File: src/design/mbp_pkg.sv
// Shared types, constants and fixed-point helpers of the perturbation pixel core.
// Used by every module of the design but mbp_ram; depends on nothing.
package mbp_pkg;

  localparam int unsigned OrbitDepthDef = 1024;
  localparam int unsigned MaxColumnsDef = 1024;
  localparam int unsigned CoordW        = 32;
  localparam int unsigned FracBits      = 27;
  localparam int unsigned QueueDepth    = 2;

  typedef logic signed [CoordW-1:0] coord_t;

  localparam coord_t CMax = coord_t'({1'b0, {(CoordW-1){1'b1}}});
  localparam coord_t CMin = coord_t'({1'b1, {(CoordW-1){1'b0}}});

  localparam logic [64:0] NormOrbit  = 65'(16) << (2 * FracBits);
  localparam logic [64:0] NormEscape = 65'(4) << (2 * FracBits);
  localparam logic [64:0] NormRebase = 65'(64) << (2 * FracBits);

  localparam logic [63:0] PalR = 64'd2295;
  localparam logic [63:0] PalG = 64'd3825;
  localparam logic [63:0] PalB = 64'd4335;

  typedef enum logic [2:0] {
    CFG_CENTER_RE = 3'd0,
    CFG_CENTER_IM = 3'd1,
    CFG_LEFT_EDGE = 3'd2,
    CFG_TOP_EDGE  = 3'd3,
    CFG_PITCH_X   = 3'd4,
    CFG_PITCH_Y   = 3'd5,
    CFG_MAX_ITER  = 3'd6
  } cfg_idx_e;

  typedef enum logic {
    CMD_BUILD  = 1'b0,
    CMD_RENDER = 1'b1
  } cmd_e;

  typedef enum logic [5:0] {
    ST_IDLE, ST_B_CHECK, ST_B_1, ST_B_2, ST_B_3, ST_B_4, ST_B_5, ST_B_6,
    ST_P_CHECK, ST_P_0, ST_P_1, ST_P_2, ST_P_3, ST_P_4, ST_P_5, ST_P_6,
    ST_P_7, ST_P_8, ST_P_9, ST_P_10, ST_P_11, ST_P_12, ST_P_13,
    ST_C_0, ST_C_1, ST_C_2, ST_C_3, ST_C_4, ST_C_5, ST_C_6, ST_C_7, ST_C_8,
    ST_DIV, ST_DONE
  } st_e;

  typedef struct packed {
    logic       command;
    logic [9:0] column;
    logic [9:0] row;
  } in_item_t;

  typedef struct packed {
    logic [12:0] iterations;
    logic [15:0] color;
    logic        escaped;
    logic        needs_rebase;
    logic [10:0] orbit_length;
  } out_item_t;

  typedef struct packed {
    coord_t      center_re;
    coord_t      center_im;
    coord_t      left_edge;
    coord_t      top_edge;
    logic [30:0] pitch_x;
    logic [30:0] pitch_y;
    logic [12:0] max_iter;
  } cfg_t;

  typedef struct packed {
    logic   command;
    coord_t cx;
    coord_t cy;
  } job_t;

  function automatic coord_t sat_add(coord_t a, coord_t b);
    logic [CoordW:0] s;
    s = {a[CoordW-1], a} + {b[CoordW-1], b};
    if (s[CoordW] != s[CoordW-1]) begin
      return s[CoordW] ? CMin : CMax;
    end
    return s[CoordW-1:0];
  endfunction

  function automatic coord_t sat_sub(coord_t a, coord_t b);
    logic [CoordW:0] s;
    s = {a[CoordW-1], a} - {b[CoordW-1], b};
    if (s[CoordW] != s[CoordW-1]) begin
      return s[CoordW] ? CMin : CMax;
    end
    return s[CoordW-1:0];
  endfunction

  function automatic logic [CoordW-1:0] mag(coord_t a);
    logic [CoordW-1:0] u;
    u = a;
    return a[CoordW-1] ? (~u + 1'b1) : u;
  endfunction

  // Truncates a magnitude product toward zero and saturates it with its sign.
  function automatic coord_t fx_from_prod(logic [2*CoordW-1:0] p, logic neg);
    logic [2*CoordW-1:0] q;
    logic [2*CoordW-1:0] lim;
    logic [CoordW-1:0]   qs;
    q   = p >> FracBits;
    lim = neg ? ((2*CoordW)'(1) << (CoordW-1)) : (((2*CoordW)'(1) << (CoordW-1)) - 1'b1);
    if (q > lim) begin
      q = lim;
    end
    qs = q[CoordW-1:0];
    return neg ? coord_t'(~qs + 1'b1) : coord_t'(qs);
  endfunction

endpackage

File: src/design/mbp_front.sv
// Front end: accepts commands and forms the pixel point from column and row.
// Depends on mbp_pkg; feeds the job queue.
module mbp_front #(
  parameter int unsigned MAX_COLUMNS = mbp_pkg::MaxColumnsDef
) (
  input  logic             clk_i,
  input  logic             rst_ni,
  input  mbp_pkg::cfg_t    cfg_i,
  input  logic             in_valid_i,
  output logic             in_stall_o,
  input  mbp_pkg::in_item_t in_data_i,
  output logic             push_valid_o,
  input  logic             push_ready_i,
  output mbp_pkg::job_t    push_data_o
);

  logic        s1_valid_q;
  logic        s1_cmd_q;
  logic [40:0] px_q;
  logic [40:0] py_q;
  logic [9:0]  col_c;
  logic        accept;
  logic        push;

  function automatic mbp_pkg::coord_t clamp_point(mbp_pkg::coord_t e, logic [40:0] p);
    logic signed [41:0] s;
    s = {{10{e[31]}}, e} + {1'b0, p};
    if (s > 42'sd2147483647) begin
      return mbp_pkg::CMax;
    end
    if (s < -42'sd2147483648) begin
      return mbp_pkg::CMin;
    end
    return s[31:0];
  endfunction

  always_comb begin
    col_c = in_data_i.column;
    if (32'(in_data_i.column) >= 32'(MAX_COLUMNS)) begin
      col_c = 10'(MAX_COLUMNS - 1);
    end
  end

  assign push       = s1_valid_q && push_ready_i;
  assign in_stall_o = s1_valid_q && !push_ready_i;
  assign accept     = in_valid_i && !in_stall_o;

  always_ff @(posedge clk_i or negedge rst_ni) begin
    if (!rst_ni) begin
      s1_valid_q <= 1'b0;
    end else if (accept) begin
      s1_valid_q <= 1'b1;
    end else if (push) begin
      s1_valid_q <= 1'b0;
    end
  end

  always_ff @(posedge clk_i) begin
    if (accept) begin
      s1_cmd_q <= in_data_i.command;
      px_q     <= 41'(col_c) * 41'(cfg_i.pitch_x);
      py_q     <= 41'(in_data_i.row) * 41'(cfg_i.pitch_y);
    end
  end

  assign push_valid_o        = s1_valid_q;
  assign push_data_o.command = s1_cmd_q;
  assign push_data_o.cx      = clamp_point(cfg_i.left_edge, px_q);
  assign push_data_o.cy      = clamp_point(cfg_i.top_edge, py_q);

endmodule

File: config.mk
export PLATFORM = sky130hd
export DESIGN_NAME = mbp_front
export DESIGN_NICKNAME = d
export VERILOG_FILES = /design/src/design/mbp_pkg.sv /design/src/design/mbp_front.sv
export SDC_FILE = /design/constraint.sdc
export NUM_CORES = 2
export LEC_CHECK = 0
export BUFFER_PORTS_ARGS = -buffer_cell sky130_fd_sc_hd__buf_4
export CELL_PAD_IN_SITES_DETAIL_PLACEMENT = 1
export CELL_PAD_IN_SITES_GLOBAL_PLACEMENT = 1
export CORE_ASPECT_RATIO = 1.4
export CORE_MARGIN = 4
export CORE_UTILIZATION = 29
export CTS_CLUSTER_SIZE = 12
export DETAILED_ROUTE_END_ITERATION = 7
export PLACE_DENSITY = 0.56
export RECOVER_POWER = 25
export SLEW_MARGIN = 15
export SYNTH_ARGS = -nofsm -noshare
export SYNTH_HDL_FRONTEND = slang
export SYNTH_SLANG_ARGS = --single-unit
File: constraint.sdc
create_clock -name clk_i -period 5 [get_ports clk_i]
set_input_delay 1 -clock clk_i [delete_from_list [all_inputs] [get_ports clk_i]]
set_output_delay 1 -clock clk_i [all_outputs]
set_load 0.01 [all_outputs]
==> metrics.yaml <==
power:
  p_leak_nw: 19.20
  intPower_mw: 17.77
  power.switching_mw: 15.56
  power_frac_comb_pct: 91.8
  powerDensity_nw_per_um2: 841.4
  switching_share_pct: 46.68
  clkPwrFrac_pct: 2.2
  seq_power_share_pct: 6.1
  vdd_ir_drop_max_v: 0.0005229
sta:
  hold_slack_ns: 0.3852
  drv_slew: 46
  hold_viol: 0
  fmax_mhz: 165.9
  skew_ns: 0.008968
  slew_headroom_pct: -119.0
  fin_setup_tns_ns: -60.54
  worst_slack_ns: -1.029
  finalSetupViolations: 122
  rsz0062_at_grt: "true"
  tightest_slew_ns: 3.284
  period_share_pct: 120.6
  period_minus_slack_ns: 6.029
route:
  drc: 0
  via_per_inst: 4.794
  wl_per_cell_um: 18.46
  first_iter_violations: 626
  via_count: 25050
  drt_pre_antenna_iters: 5
  ant_nets: 0
  drt_wl_total_um: 96470
synth:
  ys_seq_area_share_pct: 9.143
  synthFlopType: "edfxtp_1"
  synthesis.area_sq_um: 27530
  yosysWarningCount: 0
  synth-seq-cells: 84
  syn_inst: 3184
  synth_top_cell_area_share_pct: 33.59
  synth-async-reset-ratio_pct: 1.190
  synth_top_area_cell: "fa_1"
  syn_area_per_cell_sq_um: 8.648
  synth_edf_count: 83
  synth_cell_type_count: 87
  syn-num-nets: 4108
  synth_area_leaders: "fa_1, ha_1, edfxtp_1"
floorplanning:
  start_util_pct: 29.28
  die_height_um: 372.6
  die_x_um: 268.4
  io_pins: 295
  dieArea_sq_um: 100000
  rows: 133
  core_area_sq_um: 94020
worst_setup_path:
  crit_slowest_cell: "fa_2"
  rr_worst_depth: 3
  reg2reg_from: "push_valid_o"
  endpoint: "px_q[39]"
  crit_path_end_kind: "register"
  path_buf_inv: 5
  crit_path_max_incr_delay_ns: 0.55
  path_delay_family: "adder cells"
  r2r_setup_slack_ns: 1.01
  crit_path_start: "in_data_i[19]"
  crit_arrival_ns: 6.19
  reg2reg_to: "py_q[3]"
  startpoint_type: "primary input"
  cp_max_fo: 9
  path_cells: "buf_12 -> buf_6 -> buf_4 -> and2_4 -> fa_2 -> fa_1 -> fa_2 -> fa_1 -> inv_1 -> fa_1 -> inv_2 -> ha_4 -> a21o_1 -> a21o_1 -> a21oi_4 -> a211oi_4 -> o41ai_4 -> o21ai_4 -> a311o_1 -> a31o_2 -> a21oi_2 -> xnor2_1"
  path_depth: 22
  crit_type: "primary input to register"
  path_common_cell: "fa_1"
  worstPathRequired_ns: 5.16
clock_tree:
  cts-root-buf: "clkbuf_16"
  ctsLongestPathBuffers: 2
  htree_levels: 3
  clock_latency_ns: 0.39
  cts_made_buffers: 9
  cts_sinks: 84
  cts.clk_slew.worst_paths_ns: 0.08
  cts_tree: "built"
global_route:
  grt_pass1_vias: 28480
  grt_pass1_wl_um: 151300
  antenna_found_initial: 8
  track_usage_pct: 19.09
  grt_overflow: 0
  grt_max_degree: 46
final_layout:
  multiInputGateArea_sq_um: 24790
  final_layout_size_suffix_gt1_share_pct: 34.61
  nets: 4926
  regArea_sq_um: 2517
  layout_commonest_cell: "buf_4"
  area_growth_pct: 43.89
  final_cells: 5225
  nFillCells: 10860
  most-common-layout-cells: "buf_4, inv_1, fa_1"
  final_core_util_pct: 42.14
  stdcell_area_sq_um: 39620
hold_path:
  hp-class: "primary input to asynchronous set/reset pin"
place:
  placed_cell_area_sq_um: 35650
  place_inst: 5093
  port_buffers: 217
  hpwl_um: 82170
  place_congestion: 0.8472
flow_run:
  drv_cap: 1
outcome:
  run_status: "complete, but fails checks"
  violations: "max-capacitance violations, max-slew violations, negative setup slack"
## area by class of cell
| cell class | count | share of cell area [%] |
|---|---|---|
| antenna | 3 | 0.01895 |
| clock buffer | 9 | 0.5685 |
| clock inverter | 7 | 0.1926 |
| inverter | 470 | 4.453 |
| multi-input combinational | 2458 | 62.57 |
| sequential | 84 | 6.354 |
| tap | 1215 | 3.837 |
| timing repair buffer | 979 | 22.00 |
## synthesized netlist by cell type (60+ instances only)
cell type,instances
nand3_1,60
nand2_1,409
clkbuf_1,144
a21oi_1,143
fa_1,462
xnor2_1,95
ha_1,234
and2_1,344
o21ai_0,67
a21o_1,88
nor2_1,84
edfxtp_1,83
inv_1,470
## registers in the layout, summed over array words and instances (netlist names)
name and flops:
px_q 41, py_q 41, push_valid_o 1, s1_cmd_q 1
## per-layer routing
| metal | global-route usage, % | wire length [um] | part of all wire, % | vias up |
|---|---|---|---|---|
| met5 | 0 | 55 | 0.057 | - |
| met4 | 5.431 | 3207 | 3.3 | 8 |
| met3 | 2.457 | 2829 | 2.9 | 147 |
| met2 | 38.74 | 54370 | 56 | 333 |
| met1 | 20.22 | 36010 | 37 | 12620 |
| li1 | - | - | - | 11940 |
## stage by stage
stage          power [mW]  setup slack (ns)
2_1_floorplan       17.11            -1.174
5_1_grt             36.47            -1.213
3_5_place_dp        27.87            -1.648
6_report            33.33            -1.029
4_1_cts             32.28            -1.079
3_3_place_gp        27.46            -1.606
## worst register-to-register path: cells and delay by family (launching register included)
family | cells | cell delay [ns]
and+or+nand+nor | 2 | 2.47
buffers and inverters | 1 | 0.75
DFF | 1 | 0.38
## what timing repair did
item	in CTS	in global routing
hold buffers	0	0
gates resized for setup	429	146
cloned	11	2
setup buffers	91	33
pin swaps	231	130
endpoints found under the setup margin	125	127
## power by group through the flow
| stage | sequential (mW) | clock (mW) | combinational [mW] |
|---|---|---|---|
| 2_1_floorplan | 1.89 | 0 | 15.2 |
| 3_3_place_gp | 2.02 | 0 | 25.4 |
| 3_5_place_dp | 2.02 | 0 | 25.8 |
| 4_1_cts | 2.02 | 0.748 | 29.5 |
| 5_1_grt | 2.04 | 0.771 | 33.7 |
| 6_report | 2.02 | 0.720 | 30.6 |
## cell families after synthesis
kind of cell / Yosys count / share of synthesized area [%]
compound gates: 564 / 13.76
xor+xnor: 137 / 4.358
fa+ha+maj: 696 / 44.22
buf+inv: 642 / 9.025
flops: 84 / 9.143
mux: 3 / 0.1091
simple gates: 1058 / 19.38
## how the worst min path moves through the flow
stage            startpoint      endpoint
5_1_grt              rst_ni  push_valid_o
3_5_place_dp   push_valid_o  push_valid_o
4_1_cts              rst_ni  push_valid_o
6_report             rst_ni  push_valid_o
2_1_floorplan  push_valid_o  push_valid_o
3_3_place_gp   push_valid_o  push_valid_o
Power figures use the tool's default switching activity.
