## src/design/mbp_pkg.sv

```systemverilog
// Shared types, constants and fixed-point helpers of the perturbation pixel core.
// Used by every module of the design but mbp_ram; depends on nothing.
package mbp_pkg;

  localparam int unsigned OrbitDepthDef = 1024;
  localparam int unsigned MaxColumnsDef = 1024;
  localparam int unsigned CoordW        = 32;
  localparam int unsigned FracBits      = 27;
  localparam int unsigned QueueDepth    = 2;

  typedef logic signed [CoordW-1:0] coord_t;

  localparam coord_t CMax = coord_t'({1'b0, {(CoordW-1){1'b1}}});
  localparam coord_t CMin = coord_t'({1'b1, {(CoordW-1){1'b0}}});

  localparam logic [64:0] NormOrbit  = 65'(16) << (2 * FracBits);
  localparam logic [64:0] NormEscape = 65'(4) << (2 * FracBits);
  localparam logic [64:0] NormRebase = 65'(64) << (2 * FracBits);

  localparam logic [63:0] PalR = 64'd2295;
  localparam logic [63:0] PalG = 64'd3825;
  localparam logic [63:0] PalB = 64'd4335;

  typedef enum logic [2:0] {
    CFG_CENTER_RE = 3'd0,
    CFG_CENTER_IM = 3'd1,
    CFG_LEFT_EDGE = 3'd2,
    CFG_TOP_EDGE  = 3'd3,
    CFG_PITCH_X   = 3'd4,
    CFG_PITCH_Y   = 3'd5,
    CFG_MAX_ITER  = 3'd6
  } cfg_idx_e;

  typedef enum logic {
    CMD_BUILD  = 1'b0,
    CMD_RENDER = 1'b1
  } cmd_e;

  typedef enum logic [5:0] {
    ST_IDLE, ST_B_CHECK, ST_B_1, ST_B_2, ST_B_3, ST_B_4, ST_B_5, ST_B_6,
    ST_P_CHECK, ST_P_0, ST_P_1, ST_P_2, ST_P_3, ST_P_4, ST_P_5, ST_P_6,
    ST_P_7, ST_P_8, ST_P_9, ST_P_10, ST_P_11, ST_P_12, ST_P_13,
    ST_C_0, ST_C_1, ST_C_2, ST_C_3, ST_C_4, ST_C_5, ST_C_6, ST_C_7, ST_C_8,
    ST_DIV, ST_DONE
  } st_e;

  typedef struct packed {
    logic       command;
    logic [9:0] column;
    logic [9:0] row;
  } in_item_t;

  typedef struct packed {
    logic [12:0] iterations;
    logic [15:0] color;
    logic        escaped;
    logic        needs_rebase;
    logic [10:0] orbit_length;
  } out_item_t;

  typedef struct packed {
    coord_t      center_re;
    coord_t      center_im;
    coord_t      left_edge;
    coord_t      top_edge;
    logic [30:0] pitch_x;
    logic [30:0] pitch_y;
    logic [12:0] max_iter;
  } cfg_t;

  typedef struct packed {
    logic   command;
    coord_t cx;
    coord_t cy;
  } job_t;

  function automatic coord_t sat_add(coord_t a, coord_t b);
    logic [CoordW:0] s;
    s = {a[CoordW-1], a} + {b[CoordW-1], b};
    if (s[CoordW] != s[CoordW-1]) begin
      return s[CoordW] ? CMin : CMax;
    end
    return s[CoordW-1:0];
  endfunction

  function automatic coord_t sat_sub(coord_t a, coord_t b);
    logic [CoordW:0] s;
    s = {a[CoordW-1], a} - {b[CoordW-1], b};
    if (s[CoordW] != s[CoordW-1]) begin
      return s[CoordW] ? CMin : CMax;
    end
    return s[CoordW-1:0];
  endfunction

  function automatic logic [CoordW-1:0] mag(coord_t a);
    logic [CoordW-1:0] u;
    u = a;
    return a[CoordW-1] ? (~u + 1'b1) : u;
  endfunction

  // Truncates a magnitude product toward zero and saturates it with its sign.
  function automatic coord_t fx_from_prod(logic [2*CoordW-1:0] p, logic neg);
    logic [2*CoordW-1:0] q;
    logic [2*CoordW-1:0] lim;
    logic [CoordW-1:0]   qs;
    q   = p >> FracBits;
    lim = neg ? ((2*CoordW)'(1) << (CoordW-1)) : (((2*CoordW)'(1) << (CoordW-1)) - 1'b1);
    if (q > lim) begin
      q = lim;
    end
    qs = q[CoordW-1:0];
    return neg ? coord_t'(~qs + 1'b1) : coord_t'(qs);
  endfunction

endpackage

```

## src/design/mbp_queue.sv

```systemverilog
// Short job queue between the front end and the iteration engine.
// Depends on mbp_pkg.
module mbp_queue (
  input  logic          clk_i,
  input  logic          rst_ni,
  input  logic          push_valid_i,
  output logic          push_ready_o,
  input  mbp_pkg::job_t push_data_i,
  output logic          pop_valid_o,
  input  logic          pop_i,
  output mbp_pkg::job_t pop_data_o
);

  localparam int unsigned PW = $clog2(mbp_pkg::QueueDepth);

  mbp_pkg::job_t entry_q [mbp_pkg::QueueDepth];
  logic [PW-1:0] wr_q;
  logic [PW-1:0] rd_q;
  logic [PW:0]   fill_q;
  logic          push;
  logic          pop;

  assign push_ready_o = fill_q != (PW+1)'(mbp_pkg::QueueDepth);
  assign pop_valid_o  = fill_q != '0;
  assign push         = push_valid_i && push_ready_o;
  assign pop          = pop_i && pop_valid_o;
  assign pop_data_o   = entry_q[rd_q];

  always_ff @(posedge clk_i or negedge rst_ni) begin
    if (!rst_ni) begin
      wr_q   <= '0;
      rd_q   <= '0;
      fill_q <= '0;
    end else begin
      if (push) begin
        wr_q <= wr_q + 1'b1;
      end
      if (pop) begin
        rd_q <= rd_q + 1'b1;
      end
      if (push && !pop) begin
        fill_q <= fill_q + 1'b1;
      end else if (pop && !push) begin
        fill_q <= fill_q - 1'b1;
      end
    end
  end

  always_ff @(posedge clk_i) begin
    if (push) begin
      entry_q[wr_q] <= push_data_i;
    end
  end

endmodule

```

## config.mk

```make
export PLATFORM = sky130hd
export DESIGN_NAME = mbp_queue
export DESIGN_NICKNAME = d
export VERILOG_FILES = /design/src/design/mbp_pkg.sv /design/src/design/mbp_queue.sv
export SDC_FILE = /design/constraint.sdc
export NUM_CORES = 1
export LEC_CHECK = 0
export ABC_CLOCK_PERIOD_IN_PS = 4550
export BUFFER_PORTS_ARGS = -buffer_cell sky130_fd_sc_hd__buf_2
export CORE_ASPECT_RATIO = 0.6
export CORE_UTILIZATION = 54
export CTS_BUF_LIST = sky130_fd_sc_hd__clkbuf_4 sky130_fd_sc_hd__clkbuf_8
export DETAILED_ROUTE_END_ITERATION = 6
export GPL_TIMING_DRIVEN = 0
export PLACE_DENSITY = 0.82
export SLEW_MARGIN = 25
export SYNTH_ARGS = -nofsm -noshare
export SYNTH_HDL_FRONTEND = slang
export SYNTH_SLANG_ARGS = --single-unit
export TNS_END_PERCENT = 10
```

## constraint.sdc

```tcl
create_clock -name clk_i -period 4.55 [get_ports clk_i]
set_input_delay 0.2275 -clock clk_i [delete_from_list [all_inputs] [get_ports clk_i]]
set_output_delay 0.2275 -clock clk_i [all_outputs]
set_load 0.02 [all_outputs]
```

==> results of run 1 <==
[synthesized netlist by cell type]
library cell    n
xor2_1          2
dfrtp_1         4
ha_1            1
or2_2           1
nand2_1         2
nand2b_1        1
and3_1          1
nor2_1          2
mux2_4         40
edfxtp_1      130
buf_2           2
xnor2_1         3
mux2_2         25
buf_6           5
inv_1           1
[cell families after synthesis]
| logic type | synth area share (%) |
|---|---|
| muxes | 17.5 |
| DFF | 79.3 |
| buffers and inverters | 1.39 |
| xor gates and xnor gates | 0.868 |
| adders and majority gates | 0.248 |
| and+or+nand+nor | 0.670 |
[through the flow]
step	setup TNS [ns]	util [%]	worst slack (ns)
CTS	0	78.8	2.63
finish	0	78.8	2.66
global placement	-54.22	66.7	-0.839
floorplan	0	-	0.545
detailed placement	0	67.8	2.71
global route	0	78.8	2.57
[worst max-delay path, cell delays in order, from the launching register on]
cell,delay [ns]
dfrtp_1,0.37
buf_6,0.18
buf_6,0.20
mux2_4,0.33
buf_2,0.16
[state kept, by name, summed over array words and instances, names as in the netlist]
name	count
fill_q	2
rd_q	1
wr_q	1
entry_q	130
[layer usage]
metal	vias up	GRT usage, %	wire, um
met5	-	0	0
met3	15	6.84	710
li1	1314	-	-
met4	0	10.4	159
met1	1392	26.7	4270
met2	135	35.4	4880
[power groups by stage]
| stage | Sequential (mW) | Clock (mW) | Combinational, mW |
|---|---|---|---|
| after global routing | 1.79 | 0.842 | 1.74 |
| after global placement | 1.81 | 0 | 1.51 |
| after detailed placement | 1.79 | 0 | 1.59 |
| after floorplan | 1.79 | 0 | 1.12 |
| after CTS | 1.77 | 0.796 | 1.64 |
| final | 1.77 | 0.786 | 1.64 |
[area by class of cell]
| class | instances | area, um^2 | area share [%] |
|---|---|---|---|
| Sequential cell | 134 | 4000 | 57.9 |
| Timing Repair Buffer | 205 | 1420 | 20.5 |
| Multi-Input combinational cell | 78 | 985 | 14.2 |
| Clock buffer | 17 | 234 | 3.38 |
| Tap cell | 112 | 140 | 2.02 |
| Clock inverter | 13 | 68.8 | 0.994 |
| Buffer | 7 | 66.3 | 0.958 |
| Inverter | 1 | 3.75 | 0.0542 |
[path summary, 6_finish.rpt]
kind | from | endpoint | slack, ns | depth (start not counted)
worst max-delay path | rd_q | pop_data_o[31] | 2.66 | 4
worst min-delay path | pop_i | rd_q | 0.12 | 3
worst max register to register | fill_q[0] | entry_q[0][16] | 2.66 | 5
worst min register to register | fill_q[1] | fill_q[1] | 0.51 | 1
max in group asynchronous | rst_ni | fill_q[0] | 4.27 | 2
min in group asynchronous | rst_ni | rd_q | 0.15 | 2
==> run_results.csv, run 1 <==
group,metric,value,unit
global_route,grt_max_degree,35,
pwr,peakVddDrop,365,uV
finish,final_common_cell,"buf_2",
drt,avgViaCountPerCell,5.04,
sta,drv_slew,0,
drt,wl_per_cell,17.7,um
flow_run,cap_violations,0,
pwr,clock_power_share,18.7,%
place,placed_cells,471,
finish,mostFrequentLayoutCells,"137 x buf_2, 130 x edfxtp_1, 66 x dlygate4sd3_1",
floorplanning,io_pins,136,
pwr,powerDensity,606,nW/um^2
global_route,antenna_found_initial,0,
sta,relSlewSlack,67.4,%
finish,fin_cells,567,
floorplanning,dieArea,9750,um^2
yosys,synth-seq-area-share,79.3,%
cts,cts_resized,0,
cts,htree_levels,4,
pwr,intPower,2.78,mW
floorplanning,die_x,127,um
sta,setup_viol_count_final,0,
yosys,syn-num-nets,290,
setup_path,startpoint_type,"flip-flop",
pwr,leakagePower,2.76,nW
sta,fin_skew,0.00616,ns
finish,antenna_cells,0,
global_route,track_usage,21.7,%
global_route,grt_pass1_vias,3086,
yosys,synth.area.top_cells,"edfxtp_1 77%, mux2_4 12%, mux2_2 5.6%, dfrtp_1 2.0%, buf_6 1.1%",
cts,cts.sinks,134,
floorplanning,row_count,26,
sta,rsz0062_at_grt,"no",
pwr,p_sw,1.42,mW
sta,hold_violations,0,
sta,period_share,41.6,%
yosys,synth_top_area_cell,"edfxtp_1",
sta,worst_pin_slew,0.489,ns
yosys,netlist_area,5050,um^2
finish,fin_nets,514,
drt,drtPass1Iterations,4,
cts,postCtsSetupBuffers,0,
place,dp_hpwl,5850,um
drt,drt_iter0_drc,204,
place,gp_congestion,0.704,
pwr,p_seq_share,42.2,%
worst_hold_path,min_path_type,"in -> reg",
place,placed_cell_area,5960,um^2
cts,clock-root-buffer,"clkbuf_8",
drt,totalWireLength,10000,um
floorplanning,core-area,8780,um^2
cts,cts_tree,"done",
place,io_buffer_count,135,
sta,fmax,0.528,GHz
pwr,power.total,4.19,mW
drt,drcViolationCount,0,
yosys,synth_area_per_cell,22.9,um^2
pwr,combPwrFrac,39.1,%
cts,cts_buffer_depth,2,
finish,fin_area,6920,um^2
floorplanning,start_util,57.5,%
setup_path,required,4.32,ns
drt,vias,2856,
yosys,ys_ff_latch,134,
setup_path,cp_max_fo,10,
sta,fin_crit,1.89,ns
setup_path,path_class,"reg -> out",
sta,whs,0.122,ns
yosys,yosysWarnings,0,
cts,insertion_delay,0.43,ns
setup_path,endpoint_kind,"primary output",
pwr,switching_share,33.8,%
global_route,grt_overflow_total,0,
setup_path,worstPathArrival,1.67,ns
finish,drive_gt1_share,52.5,%
run_status,status,"finished, final reports clean",
finish,fill_cells,486,
cts,cts.clk_slew.worst_paths,0.07,ns
finish,areaGrowthSynthToFinish,37.1,%
yosys,yosysUniqueCellTypes,15,
cts,cts_buffers,17,
yosys,yosysTopAreaCellShare,77.4,%
yosys,syn_inst,220,
floorplanning,die_y,76.9,um
cts,ctsHoldBuffers,66,
global_route,grt_pass1_wl,15300,um
drt,ant_nets,0,
(Power assumes the default switching activity.)
==> inputs of run 2 (changes only) <==
--- a/config.mk
+++ b/config.mk
@@ -5,14 +5,14 @@
 export SDC_FILE = /design/constraint.sdc
 export NUM_CORES = 1
 export LEC_CHECK = 0
-export ABC_CLOCK_PERIOD_IN_PS = 4550
+export ABC_CLOCK_PERIOD_IN_PS = 1550
 export BUFFER_PORTS_ARGS = -buffer_cell sky130_fd_sc_hd__buf_2
 export CORE_ASPECT_RATIO = 0.6
-export CORE_UTILIZATION = 54
+export CORE_UTILIZATION = 49
 export CTS_BUF_LIST = sky130_fd_sc_hd__clkbuf_4 sky130_fd_sc_hd__clkbuf_8
 export DETAILED_ROUTE_END_ITERATION = 6
 export GPL_TIMING_DRIVEN = 0
-export PLACE_DENSITY = 0.82
+export PLACE_DENSITY = 0.78
 export SLEW_MARGIN = 25
 export SYNTH_ARGS = -nofsm -noshare
 export SYNTH_HDL_FRONTEND = slang
==> constraint.sdc (replaced) <==
create_clock -name clk_i -period 1.55 [get_ports clk_i]
set_input_delay 0.0775 -clock clk_i [delete_from_list [all_inputs] [get_ports clk_i]]
set_output_delay 0.0775 -clock clk_i [all_outputs]
set_load 0.02 [all_outputs]
==> run 2 against run 1 <==
Compared with the run above:
- combinational power grew to 4.1 times the previous value
- sequential share of layout area down 6.1 points
- the flow now finishes with violations (negative setup slack)
- core utilization decreased by 0.75 points
- flip-flop and latch count stayed put
- cell area is 12% higher
- final cell count rose by 7.4%
- worst setup slack got worse by 2.8 ns
- critical path depth unchanged
- critical endpoint is now pop_data_o[39]
- clock skew rose by 0.0034 ns
==> run_results.csv, run 2 (same netlist as run 1, synthesis figures left out) <==
group,metric,value,unit
run_status,status,"finished with violations",
run_status,violations,"negative setup slack",
finish,final_common_cell,"edfxtp_1",
flow_run,cap_violations,0,
sta,setup_viol_count_final,86,
global_route,use_met3,8.02,%
cts,cts_buffer_depth,2,
finish,areaGrowthSynthToFinish,53.3,%
worst_hold_path,hold_path_end,"entry_q[1][43]",
setup_path,path_class,"reg -> out",
pwr,switching_share,31.6,%
sta,setup_tns,-9.35,ns
place,io_buffer_count,135,
finish,fin_nets,532,
sta,period_share,112,%
drt,drt_iter0_drc,127,
cts,htree_levels,4,
floorplanning,start_util,50.9,%
cts,cts.clk_slew.worst_paths,0.08,ns
drt,ant_nets,0,
pwr,p_seq_share,35.4,%
setup_path,r2r_slack,-0.01,ns
sta,whs,0.371,ns
drt,drtPass1Iterations,4,
pwr,p_sw,4.69,mW
finish,largest_reg_flops,130,
floorplanning,io_pins,136,
setup_path,required,1.47,ns
pwr,peakVddDrop,1320,uV
setup_path,worstPathArrival,1.66,ns
finish,top_regs,"entry_q x130, fill_q x2",
sta,drv_slew,0,
cts,cts_buffers,17,
sta,fin_skew,0.00955,ns
worst_hold_path,min_path_type,"in -> reg",
pwr,powerDensity,1920,nW/um^2
global_route,track_usage,20.7,%
pwr,clock_power_share,19.8,%
global_route,grtUsageMet1,23.9,%
sta,rsz0062_at_grt,"yes",
cts,cts.sinks,134,
drt,totalWireLength,11700,um
finish,largest_register,"entry_q",
setup_path,startpoint_type,"flip-flop",
worst_hold_path,whs_path_depth,2,
setup_path,r2r_cells,3,
place,placed_cell_area,6010,um^2
drt,drcViolationCount,0,
place,dp_hpwl,5750,um
pwr,intPower,10.1,mW
global_route,grt_overflow_total,0,
worst_hold_path,hold_start,"push_data_i[43]",
sta,relSlewSlack,72.3,%
sta,fmax,0.576,GHz
floorplanning,row_count,28,
floorplanning,die_x,133,um
drt,vias,2977,
global_route,grt_pass1_wl,15700,um
finish,mostFrequentLayoutCells,"130 x edfxtp_1, 87 x buf_2, 69 x dlygate4sd3_1",
sta,fin_crit,1.74,ns
setup_path,cp_max_fo,5,
finish,fin_area,7740,um^2
finish,drive_gt1_share,54.9,%
cts,clock-root-buffer,"clkbuf_8",
global_route,grt_busiest_layer,"met2",
cts,insertion_delay,0.43,ns
pwr,leakagePower,3.15,nW
sta,finalWorstSetupSlack,-0.186,ns
setup_path,endpoint_kind,"primary output",
global_route,grt_pass1_vias,3044,
drt,wl_per_cell,19.2,um
sta,hold_violations,0,
floorplanning,die_y,80.6,um
finish,antenna_cells,0,
sta,worst_pin_slew,0.416,ns
drt,avgViaCountPerCell,4.89,
global_route,antenna_found_initial,0,
finish,finish.utilization,78.0,%
global_route,grt_max_degree,35,
setup_path,regToRegStartpoint,"fill_q[0]",
pwr,combPwrFrac,44.9,%
place,gp_congestion,0.703,
floorplanning,dieArea,10700,um^2
floorplanning,core-area,9910,um^2
setup_path,r2r-end,"entry_q[1][28]",
cts,cts_tree,"done",
global_route,use_met2,35.8,%
run 2: worst max-delay path by stage:
stage | slack [ns] | to | startpoint
floorplan | -0.49 | entry_q[0][0] | fill_q[0]
global placement | -0.94 | entry_q[0][9] | fill_q[0]
detailed placement | -0.17 | entry_q[1][9] | fill_q[0]
CTS | -0.22 | pop_data_o[44] | rd_q
global route | -0.25 | pop_data_o[48] | rd_q
finish | -0.19 | pop_data_o[39] | rd_q
run 2: power groups by stage:
stage / sequential [mW] / clock (mW) / combinational [mW]
final: 5.25 / 2.93 / 6.65
after global routing: 5.31 / 3.11 / 6.95
after detailed placement: 5.27 / 0 / 4.72
after global placement: 5.25 / 0 / 4.47
after floorplan: 5.21 / 0 / 3.31
after CTS: 5.20 / 2.92 / 5.79
run 2: metal layers:
metal / vias to the layer above / routed length [um] / share of wire, %
li1: 1354 / - / -
met1: 1488 / 4670 / 40
met2: 128 / 6190 / 53
met3: 7 / 768 / 6.6
met4: 0 / 72 / 0.62
met5: - / 0 / 0
run 2: per-stage QoR:
stage               worst slack (ns)  cells  power, mW
finish                        -0.186    609       14.8
CTS                           -0.219    601       13.9
global route                  -0.245    609       15.4
detailed placement            -0.172    494       9.99
floorplan                     -0.488    220       8.52
global placement              -0.938    490       9.72
run 2: worst max-delay path, stage by stage (launching register included):
cell       delay (ns)
dfrtp_2          0.42
buf_6            0.16
clkbuf_16        0.16
mux2_2           0.33
buf_2            0.16
run 2: area by class of cell:
| cell class | count | area, um^2 |
|---|---|---|
| Buffer | 7 | 130 |
| Clock buffer | 20 | 256 |
| Clock inverter | 11 | 134 |
| Fill cell | 530 | 2180 |
| Inverter | 1 | 3.75 |
| Multi-Input combinational cell | 79 | 1090 |
| Sequential cell | 134 | 4010 |
| Tap cell | 135 | 169 |
| Timing Repair Buffer | 222 | 1950 |
run 2: what timing repair did:
| item | in CTS | in global routing |
|---|---|---|
| endpoints found under the setup margin | 141 | 157 |
| hold buffers | 69 | 0 |
| buffers inserted | 5 | 6 |
| endpoints found under the hold margin | 136 | 0 |
| pin swaps | 2 | 1 |
| gates resized for setup | 70 | 73 |
| gates cloned | 2 | 3 |
==> inputs of run 3 (changes only) <==
--- a/config.mk
+++ b/config.mk
@@ -7,12 +7,14 @@
 export LEC_CHECK = 0
 export ABC_CLOCK_PERIOD_IN_PS = 1550
 export BUFFER_PORTS_ARGS = -buffer_cell sky130_fd_sc_hd__buf_2
+export CELL_PAD_IN_SITES_DETAIL_PLACEMENT = 0
+export CELL_PAD_IN_SITES_GLOBAL_PLACEMENT = 1
 export CORE_ASPECT_RATIO = 0.6
-export CORE_UTILIZATION = 49
+export CORE_UTILIZATION = 41
 export CTS_BUF_LIST = sky130_fd_sc_hd__clkbuf_4 sky130_fd_sc_hd__clkbuf_8
 export DETAILED_ROUTE_END_ITERATION = 6
 export GPL_TIMING_DRIVEN = 0
-export PLACE_DENSITY = 0.78
+export PLACE_DENSITY_LB_ADDON = 0.1
 export SLEW_MARGIN = 25
 export SYNTH_ARGS = -nofsm -noshare
 export SYNTH_HDL_FRONTEND = slang
==> run 3 against run 2 <==
Compared with the run above:
- the flow still finishes with violations (negative setup slack)
- non-clock buffer count fell by 6
- die area increased by 19%
- register-to-register slack worse by 0.13 ns
- critical endpoint is now pop_data_o[13]
==> run_results.csv, run 3 (same netlist as run 1, synthesis figures left out) <==
group,metric,value,unit
run_status,status,"finished with violations",
run_status,violations,"negative setup slack",
setup_path,crit_path_max_incr_delay,0.45,ns
global_route,grt_pass1_vias,2967,
setup_path,worstPathBufferInverterCount,3,
worst_hold_path,min_path_type,"in -> reg",
place,io_buffer_count,135,
finish,mostFrequentLayoutCells,"130 x edfxtp_1, 109 x buf_2, 69 x dlygate4sd3_1",
sta,period_share,111,%
setup_path,required,1.47,ns
setup_path,cp_cell_sequence,"buf_8, buf_12, mux2_4, buf_2",
setup_path,slowest_stage,"dfrtp_2",
global_route,track_usage,16.1,%
drt,drt_iter0_drc,95,
finish,largest_reg_flops,130,
worst_hold_path,hold_path_end,"entry_q[0][19]",
drt,ant_nets,0,
pwr,leakagePower,2.98,nW
global_route,grt_pass1_wl,15100,um
setup_path,cp_max_fo,10,
finish,final_common_cell,"edfxtp_1",
sta,drv_slew,0,
setup_path,endpoint_kind,"primary output",
setup_path,r2r_cells,2,
drt,drcViolationCount,0,
sta,worst_pin_slew,0.457,ns
drt,wl_per_cell,16.1,um
cts,cts.clk_slew.worst_paths,0.08,ns
sta,fin_skew,0.00974,ns
cts,insertion_delay,0.42,ns
drt,totalWireLength,10100,um
finish,fin_nets,526,
sta,fin_crit,1.73,ns
cts,cts_buffers,17,
sta,fmax,0.579,GHz
place,dp_hpwl,6070,um
sta,whs,0.370,ns
sta,hold_violations,0,
worst_hold_path,whs_path_depth,2,
finish,areaGrowthSynthToFinish,48.3,%
floorplanning,dieArea,12800,um^2
drt,vias,2817,
setup_path,worstPathArrival,1.65,ns
drt,avgViaCountPerCell,4.48,
sta,setup_tns,-14.04,ns
sta,rsz0062_at_grt,"yes",
global_route,grt_max_degree,36,
sta,finalWorstSetupSlack,-0.178,ns
floorplanning,core-area,11600,um^2
finish,largest_register,"entry_q",
setup_path,cp-startpoint,"rd_q",
global_route,antenna_found_initial,0,
finish,top_regs,"entry_q x130, fill_q x2",
flow_run,cap_violations,0,
setup_path,startpoint_type,"flip-flop",
setup_path,path_class,"reg -> out",
worst_hold_path,hold_start,"push_data_i[19]",
setup_path,r2r-end,"entry_q[1][34]",
floorplanning,start_util,43.4,%
floorplanning,io_pins,136,
floorplanning,die_y,87.9,um
pwr,peakVddDrop,786,uV
finish,drive_gt1_share,55.2,%
floorplanning,row_count,30,
sta,setup_viol_count_final,100,
setup_path,critPathTopFamily,"buffers and inverters",
place,gp_congestion,0.681,
setup_path,regToRegStartpoint,"wr_q",
finish,antenna_cells,0,
cts,htree_levels,4,
cts,cts_buffer_depth,2,
cts,cts_tree,"done",
cts,clock-root-buffer,"clkbuf_8",
drt,drtPass1Iterations,5,
setup_path,r2r_slack,-0.14,ns
global_route,grt_overflow_total,0,
pwr,powerDensity,1870,nW/um^2
floorplanning,die_x,145,um
sta,relSlewSlack,69.6,%
cts,cts.sinks,134,
run 3: metal layers:
metal	up-vias	global-route usage, %	share of wire, %
met5	-	0	0
met4	0	6.32	0.73
met3	9	5.94	5.9
met2	84	26.4	48
met1	1380	19.9	46
li1	1344	-	-
run 3: how the worst max path moves through the flow:
stage                     endpoint  cells past startpoint
floorplan            entry_q[0][0]                      3
global route        pop_data_o[55]                      3
CTS                  pop_data_o[9]                      4
finish              pop_data_o[13]                      4
global placement     entry_q[0][4]                      3
detailed placement   entry_q[0][4]                      5
run 3: metrics by stage:
stage / setup WS (ns) / utilization, % / area, um^2 / std cells / power [mW]
final: -0.178 / 64.3 / 7480 / 629 / 14.0
after detailed placement: -0.435 / 52.0 / 6050 / 519 / 10.1
after global routing: -0.246 / 64.3 / 7480 / 629 / 14.6
after floorplan: -0.488 / - / 5070 / 220 / 8.52
after CTS: -0.219 / 62.0 / 7210 / 623 / 13.4
after global placement: -1.07 / 51.1 / 5950 / 515 / 9.83
run 3: cell type report:
type	instances	area, um^2
Clock buffer	19	249
Multi-Input combinational cell	79	1010
Timing Repair Buffer	216	1720
Buffer	7	110
Sequential cell	134	4010
Tap cell	160	200
Clock inverter	13	180
Inverter	1	3.75
Fill cell	859	4150
run 3: repair_timing:
action / CTS / global route
hold endpoints to repair: 136 / 0
setup endpoints to repair: 165 / 111
buffers inserted: 2 / 5
gates resized for setup: 1 / 70
hold buffers: 69 / 0
cloned: 1 / 1
pin swaps: 2 / 0
run 3: report_power, final:
part	leakage, nW	total [mW]	internal [mW]	switching, mW
clock network	0.214	3.13	1.78	1.34
registers	1.25	5.20	4.95	0.253
logic	1.51	5.69	2.88	2.81
total	2.98	14.0	9.62	4.41
run 3: worst register-to-register path: cells and delay by family (launching register included):
kind / cells / cell delay, ns
simple gates: 1 / 0.55
flops: 1 / 0.53
buf+inv: 1 / 0.29
